$ cat src/hw/rtl/tlvsp_pkg.sv
// Shared types and constants for the TLV stream parser.
// Beat payload structs, register indexes, result kind and status codes.
// No dependencies.
`timescale 1ns / 1ps

package tlvsp_pkg;

    // Width of the per-message record counters (they saturate at the top).
    localparam int COUNT_BITS = 8;

    // Configuration register indexes and reset values.
    localparam logic [1:0] REG_HEADER_SKIP    = 2'd0;
    localparam logic [1:0] REG_ENCRYPTED_TYPE = 2'd1;
    localparam logic [1:0] REG_MAX_RECORDS    = 2'd2;

    localparam logic [3:0]  HEADER_SKIP_RST    = 4'd5;
    localparam logic [15:0] ENCRYPTED_TYPE_RST = 16'd0;
    localparam logic [7:0]  MAX_RECORDS_RST    = 8'd255;

    // Result kinds.
    localparam logic [1:0] KIND_RECORD  = 2'd0;
    localparam logic [1:0] KIND_PAYLOAD = 2'd1;
    localparam logic [1:0] KIND_SUMMARY = 2'd2;

    // Summary status codes.
    localparam logic [1:0] STATUS_OK        = 2'd0;
    localparam logic [1:0] STATUS_HDR_TRUNC = 2'd1;
    localparam logic [1:0] STATUS_OVERRUN   = 2'd2;

    typedef struct packed {
        logic [7:0] data_byte;
        logic       end_of_message;
    } in_beat_t;

    typedef struct packed {
        logic [1:0]  kind;
        logic [15:0] record_type;
        logic [15:0] record_length;
        logic [7:0]  payload_byte;
        logic [15:0] payload_index;
        logic [7:0]  record_count;
        logic [7:0]  encrypted_count;
        logic [1:0]  status;
        logic        last;
    } out_beat_t;

endpackage

$ cat src/hw/rtl/tlv_stream_parser.sv
// TLV stream parser top level: byte-serial record parser with a result queue.
// Depends on tlvsp_pkg.
`timescale 1ns / 1ps

// Usage:
//   s_valid/s_ready/s_data carry one message byte per beat; end_of_message
//   flags the final byte. m_valid/m_ready/m_data carry result beats: a record
//   start when a record header completes, one beat per payload byte, and a
//   summary after the final byte. A byte causes zero, one or two results.
//   cfg_wr_en/cfg_index/cfg_wdata write header_skip (0), encrypted_type (1)
//   and max_records (2); write only while the parser is idle.
//   Latency: with the queue empty, a result is on m_data the cycle after its
//   byte is accepted; otherwise it waits behind the results ahead of it.
//   Throughput: one byte per cycle while s_ready is high. Results drain at
//   one per cycle while m_ready is high, from a four-entry queue; s_ready
//   drops when fewer than two entries are free, so a byte that causes two
//   results (payload plus summary) can hold off the bytes behind it.
//   Reset (aresetn low, synchronous) empties the queue, returns the parser
//   to the header-skip phase and loads the register reset values.
//   When the receiver stalls, the queue fills and s_ready falls; no result
//   is lost, and the head result holds steady until taken.
module tlv_stream_parser
    import tlvsp_pkg::*;
(
    input  logic        aclk,
    input  logic        aresetn,

    input  logic        s_valid,
    output logic        s_ready,
    input  in_beat_t    s_data,

    output logic        m_valid,
    input  logic        m_ready,
    output out_beat_t   m_data,

    input  logic        cfg_wr_en,
    input  logic [1:0]  cfg_index,
    input  logic [15:0] cfg_wdata
);

    typedef enum logic [2:0] {
        PH_SKIP, PH_THI, PH_TLO, PH_LHI, PH_LLO, PH_PAY, PH_IGN
    } phase_t;

    localparam int QDEPTH = 4;
    localparam int QPTR_W = $clog2(QDEPTH);
    localparam logic [COUNT_BITS-1:0] COUNT_TOP = '1;

    // configuration
    logic [3:0]  header_skip_reg;
    logic [15:0] encrypted_type_reg;
    logic [7:0]  max_records_reg;

    // per-message state
    phase_t                phase_reg, phase_next;
    logic [3:0]            skip_reg, skip_next;
    logic [15:0]           type_reg, type_next;
    logic [15:0]           len_reg, len_next;
    logic [15:0]           pos_reg, pos_next;
    logic [COUNT_BITS-1:0] records_reg, records_next;
    logic [COUNT_BITS-1:0] encrypted_reg, encrypted_next;

    // result queue
    out_beat_t          q_reg [QDEPTH];
    logic [QPTR_W-1:0]  wr_ptr_reg, rd_ptr_reg;
    logic [QPTR_W:0]    count_reg;

    logic       s_fire, m_fire;
    logic       r0_valid;
    out_beat_t  r0_beat, sum_beat;
    phase_t     ph;
    logic       consume;
    logic [1:0] n_wr;

    always_ff @(posedge aclk) begin
        if (!aresetn) begin
            header_skip_reg    <= HEADER_SKIP_RST;
            encrypted_type_reg <= ENCRYPTED_TYPE_RST;
            max_records_reg    <= MAX_RECORDS_RST;
        end else if (cfg_wr_en) begin
            unique case (cfg_index)
                REG_HEADER_SKIP:    header_skip_reg    <= cfg_wdata[3:0];
                REG_ENCRYPTED_TYPE: encrypted_type_reg <= cfg_wdata;
                REG_MAX_RECORDS:    max_records_reg    <= cfg_wdata[7:0];
                default: ;
            endcase
        end
    end

    assign s_ready = (count_reg <= (QPTR_W+1)'(QDEPTH - 2));
    assign s_fire  = s_valid && s_ready;
    assign m_valid = (count_reg != '0);
    assign m_data  = q_reg[rd_ptr_reg];
    assign m_fire  = m_valid && m_ready;

    always_comb begin
        ph             = phase_reg;
        consume        = 1'b1;
        skip_next      = skip_reg;
        type_next      = type_reg;
        len_next       = len_reg;
        pos_next       = pos_reg;
        records_next   = records_reg;
        encrypted_next = encrypted_reg;
        r0_valid       = 1'b0;
        r0_beat        = '0;
        sum_beat       = '0;

        if (phase_reg == PH_SKIP) begin
            if (skip_reg < header_skip_reg) begin
                skip_next = skip_reg + 4'd1;
                consume   = 1'b0;
            end else begin
                ph = PH_THI;
            end
        end
        phase_next = ph;

        if (consume) begin
            unique case (ph)
                PH_THI: begin
                    if (16'(records_reg) >= 16'(max_records_reg)) begin
                        phase_next = PH_IGN;
                    end else begin
                        type_next  = {s_data.data_byte, 8'h00};
                        phase_next = PH_TLO;
                    end
                end
                PH_TLO: begin
                    type_next  = {type_reg[15:8], s_data.data_byte};
                    phase_next = PH_LHI;
                end
                PH_LHI: begin
                    len_next   = {s_data.data_byte, 8'h00};
                    phase_next = PH_LLO;
                end
                PH_LLO: begin
                    len_next              = {len_reg[15:8], s_data.data_byte};
                    r0_valid              = 1'b1;
                    r0_beat.kind          = KIND_RECORD;
                    r0_beat.record_type   = type_reg;
                    r0_beat.record_length = len_next;
                    if (records_reg != COUNT_TOP) begin
                        records_next = records_reg + 1'b1;
                    end
                    if (type_reg == encrypted_type_reg && encrypted_reg != COUNT_TOP) begin
                        encrypted_next = encrypted_reg + 1'b1;
                    end
                    pos_next   = '0;
                    phase_next = (len_next == '0) ? PH_THI : PH_PAY;
                end
                PH_PAY: begin
                    r0_valid              = 1'b1;
                    r0_beat.kind          = KIND_PAYLOAD;
                    r0_beat.record_type   = type_reg;
                    r0_beat.record_length = len_reg;
                    r0_beat.payload_byte  = s_data.data_byte;
                    r0_beat.payload_index = pos_reg;
                    pos_next              = pos_reg + 16'd1;
                    if (pos_next >= len_reg) begin
                        phase_next = PH_THI;
                    end
                end
                default: phase_next = PH_IGN;
            endcase
        end
        r0_beat.last = !s_data.end_of_message;

        // summary reflects the state after this byte
        sum_beat.kind            = KIND_SUMMARY;
        sum_beat.record_count    = 8'(records_next);
        sum_beat.encrypted_count = 8'(encrypted_next);
        sum_beat.status          = STATUS_OK;
        sum_beat.last            = 1'b1;
        if (phase_next == PH_TLO || phase_next == PH_LHI || phase_next == PH_LLO) begin
            sum_beat.status          = STATUS_HDR_TRUNC;
            sum_beat.encrypted_count = '0;
        end else if (phase_next == PH_PAY) begin
            sum_beat.status = STATUS_OVERRUN;
        end

        if (s_data.end_of_message) begin
            phase_next     = PH_SKIP;
            skip_next      = '0;
            type_next      = '0;
            len_next       = '0;
            pos_next       = '0;
            records_next   = '0;
            encrypted_next = '0;
        end

        n_wr = s_fire ? ({1'b0, r0_valid} + {1'b0, s_data.end_of_message}) : 2'd0;
    end

    always_ff @(posedge aclk) begin
        if (!aresetn) begin
            phase_reg     <= PH_SKIP;
            skip_reg      <= '0;
            type_reg      <= '0;
            len_reg       <= '0;
            pos_reg       <= '0;
            records_reg   <= '0;
            encrypted_reg <= '0;
        end else if (s_fire) begin
            phase_reg     <= phase_next;
            skip_reg      <= skip_next;
            type_reg      <= type_next;
            len_reg       <= len_next;
            pos_reg       <= pos_next;
            records_reg   <= records_next;
            encrypted_reg <= encrypted_next;
        end
    end

    // queue storage: up to two beats written per cycle
    always_ff @(posedge aclk) begin
        if (s_fire) begin
            if (r0_valid) begin
                q_reg[wr_ptr_reg] <= r0_beat;
                if (s_data.end_of_message) begin
                    q_reg[wr_ptr_reg + 1'b1] <= sum_beat;
                end
            end else if (s_data.end_of_message) begin
                q_reg[wr_ptr_reg] <= sum_beat;
            end
        end
    end

    always_ff @(posedge aclk) begin
        if (!aresetn) begin
            wr_ptr_reg <= '0;
            rd_ptr_reg <= '0;
            count_reg  <= '0;
        end else begin
            wr_ptr_reg <= wr_ptr_reg + QPTR_W'(n_wr);
            rd_ptr_reg <= rd_ptr_reg + QPTR_W'(m_fire);
            count_reg  <= count_reg + (QPTR_W+1)'(n_wr) - (QPTR_W+1)'(m_fire);
        end
    end

endmodule

$ cat config.mk
export PLATFORM = sky130hd
export DESIGN_NAME = tlv_stream_parser
export DESIGN_NICKNAME = d
export VERILOG_FILES = /design/src/hw/rtl/tlvsp_pkg.sv /design/src/hw/rtl/tlv_stream_parser.sv
export SDC_FILE = /design/constraint.sdc
export NUM_CORES = 1
export LEC_CHECK = 0
export BUFFER_PORTS_ARGS = -buffer_cell sky130_fd_sc_hd__buf_4
export CORE_MARGIN = 2
export CORE_UTILIZATION = 63
export CTS_BUF_LIST = sky130_fd_sc_hd__clkbuf_8
export DETAILED_ROUTE_END_ITERATION = 6
export GPL_TIMING_DRIVEN = 0
export PLACE_DENSITY = 0.82
export SLEW_MARGIN = 20
export SYNTH_ARGS = -nofsm -noshare
export SYNTH_HDL_FRONTEND = slang
export SYNTH_SLANG_ARGS = --single-unit
$ cat constraint.sdc
create_clock -name aclk -period 4.35 [get_ports aclk]
set_clock_uncertainty 0.15 [all_clocks]
set_input_delay 0.2175 -clock aclk [delete_from_list [all_inputs] [get_ports aclk]]
set_output_delay 0.2175 -clock aclk [all_outputs]
set_load 0.01 [all_outputs]
==> flow_summary.toml <==
[outcome]
status = "completed"

[clocking]
clk-insertion-delay-late_ps = 600
cts_buffer_depth = 3
postCtsSetupBuffers = 0
cts_tree = "done"
cts_root_buffer = "clkbuf_8"
cts_buffers = 69
cts-htree-levels = 3
cts.sink_count = 414
clkTransAtPathRegs_ps = 60

[synth]
netlist_area_mm2 = 0.0191
synth-seq-cells = 414
yosysSeqAreaShare = 0.472
synth_most_common_cell = "nand2_1"
ys.flop_type = "dfxtp_1"
synth_top_area_frac = 0.359
async_flop_share = 0
synth-edff-count = 72
syn_area_per_cell_um2 = 9.14
synth_common_cells = "nand2_1 (392), dfxtp_1 (342), a21oi_1 (247)"
ys_top_cells_by_area = "dfxtp_1 (36%), edfxtp_1 (11%), mux4_2 (9.1%)"
yosysTopAreaCell = "dfxtp_1"
ys_types = 77
synth_nets = 2157
yosysWarnings = 0
postSynthCellCount = 2086

[sta]
setup_ws_ps = 207
worstMarginPinSlew_ps = 1090
fmaxAchievable_mhz = 241
fin_crit_ps = 4140
slew_viol_final = 0
hold_viol_final = 0
min_period_over_period = 0.953
setup_viol = 0
slew_headroom = 0.271

[critical_path]
max_stage_delay_ps = 570
worstPathArrival_ps = 4320
r2r_cells = 12
critPathKind = "flip-flop to flip-flop"
cp.required_ps = 4530
start_kind = "flip-flop"
path_cells = "ha_1, nand3_1, nor2_1, nand3_1, xnor2_1, ha_1, o21ai_0, a21oi_1, a2bb2oi_1, a31oi_2, o21bai_2, nor2_1"
crit_path_end_kind = "flip-flop"
slowest_stage = "dfxtp_1"
critPathMaxFanout = 10

[hold_path]
min_delay_path_depth = 5
hold_path_class = "input pin to flip-flop"

[power_and_ir_drop]
clkPwrFrac = 0.353
p_sw_frac = 0.310
internal_power_mw = 6.73
powerDensity_mw_per_mm2 = 441
power_frac_seq = 0.431
comb_power_share = 0.216
ir_drop_v = 0.000277
power.switching_mw = 3.02
leakagePower_nw = 8.26

[die]
core_area_mm2 = 0.0297
initial_core_util = 0.642
die_w_um = 178
die_y_um = 178
dieArea_mm2 = 0.0317
rows = 63
ioPinCount = 111

[grt]
grt_max_degree = 19
grt-ovfl-total = 0
antenna_found_initial = 0
grt_pass1_vias = 16800
grt_usage = 0.367
grt_pass1_wl_um = 90000

[layout]
fin_util = 0.744
layout.cells.non_filler = 2740
largest_register_ffs = 308
final_layout_size_suffix_gt1_frac = 0.159
antenna_cells = 0
area_delta_synth_final_pct = 16.0
nets = 2371

[detailed_routing]
viasPerCell = 6.36
drc = 0
first_pass_iters = 6
via_count = 17400
wire_per_inst_um = 21.5
dr.first_iter.drc_count = 2142
ant_nets = 0
wirelength_um = 58800

[placement]
io_buffer_count = 109
gp_congestion = 0.973
hpwl_um = 40000
place_ws_ps = 241
dp_cells = 2588

[flow_run]
max_cap_viol_count = 0
[critical path, delay by kind of cell, from the launching register on]
kind                       cells  cell delay, ps
adders and majority gates      2             580
DFF                            1             570
AOI/OAI and AO/OA              5            1360
and+or+nand+nor                4             880
xor gates and xnor gates       1             350
[metal layers]
layer | vias to the layer above | track usage | share of wire
met5 | - | 0 | 0
met4 | 0 | 0.185 | 0.049
met3 | 217 | 0.0554 | 0.11
met2 | 1195 | 0.590 | 0.46
met1 | 8275 | 0.485 | 0.38
li1 | 7744 | - | -
[worst paths after layout]
kind / slack [ps] / start / endpoint
hold / removal: 100 / cfg_wr_en / header_skip_reg[1]$_SDFFE_PN0P_
setup reg to reg: 210 / pos_reg[0]$_SDFFE_PN0P_ / q_reg[3][7]$_DFFE_PP_
hold reg to reg: 300 / q_reg[1][76]$_SDFFE_PP1P_ / q_reg[1][76]$_SDFFE_PP1P_
setup / recovery: 210 / pos_reg[0]$_SDFFE_PN0P_ / q_reg[3][7]$_DFFE_PP_
[kinds of logic (layout without fill, tap and decap cells)]
family,after synthesis,in the layout,share of synthesized area
adders and majority gates,39,39,0.0260
xor gates and xnor gates,44,44,0.0202
muxes,100,100,0.103
DFF,414,414,0.472
and+or+nand+nor,884,884,0.212
buffers and inverters,206,470,0.0452
AOI/OAI and AO/OA,399,399,0.121
[metrics by stage]
stage / instance area [µm²] / hold slack, ps / setup TNS (ps) / power [mW]
floorplan: 19100 / 196 / 0 / 5.56
global placement: 20400 / 279 / 0 / 6.25
detailed placement: 20400 / 284 / 0 / 6.31
CTS: 22100 / 93.2 / 0 / 9.70
global route: 22100 / 158 / -2.92 / 10.0
finish: 22100 / 103 / 0 / 9.76
[cell usage in the layout, fill, tap and decap left out, types with 10 or more instances in the layout]
cell,netlist,routed
a21boi_0,39,38
a21oi_1,247,247
a22oi_1,10,10
and2_1,13,13
and3_1,10,10
buf_2,55,55
buf_4,3,112
clkbuf_1,101,101
clkbuf_8,0,87
dfxtp_1,342,342
dlygate4sd3_1,0,31
edfxtp_1,72,72
ha_1,38,38
inv_1,34,58
mux2i_1,22,22
mux4_2,77,77
nand2_1,392,392
nand2b_1,12,12
nand3_1,237,237
nor2_1,122,122
nor2b_1,31,31
nor4_1,11,11
o211ai_1,14,14
o21ai_0,42,39
xnor2_1,18,18
xor2_1,26,26
[power groups by stage]
stage	clock (mW)	combinational [mW]	sequential (mW)
finish	3.45	2.11	4.20
global route	3.59	2.23	4.22
CTS	3.43	2.07	4.20
detailed placement	0	2.03	4.28
global placement	0	1.98	4.27
floorplan	0	1.32	4.24
[area by class of cell]
cell class | count | area (µm²)
multi-input cells | 1466 | 9210
flip-flops and latches | 414 | 9010
fillers | 2118 | 7600
clock buffers | 87 | 1200
repair buffers | 143 | 1170
plain buffers | 170 | 727
well taps | 390 | 488
clock inverters | 34 | 176
inverters | 36 | 135
[what timing repair did]
action | CTS | global route
endpoints found under the setup margin | 0 | 11
endpoints found under the hold margin | 68 | 0
hold buffers | 31 | 0
resized for setup | 0 | 2
Note: power is estimated with default switching activity, not from simulation.
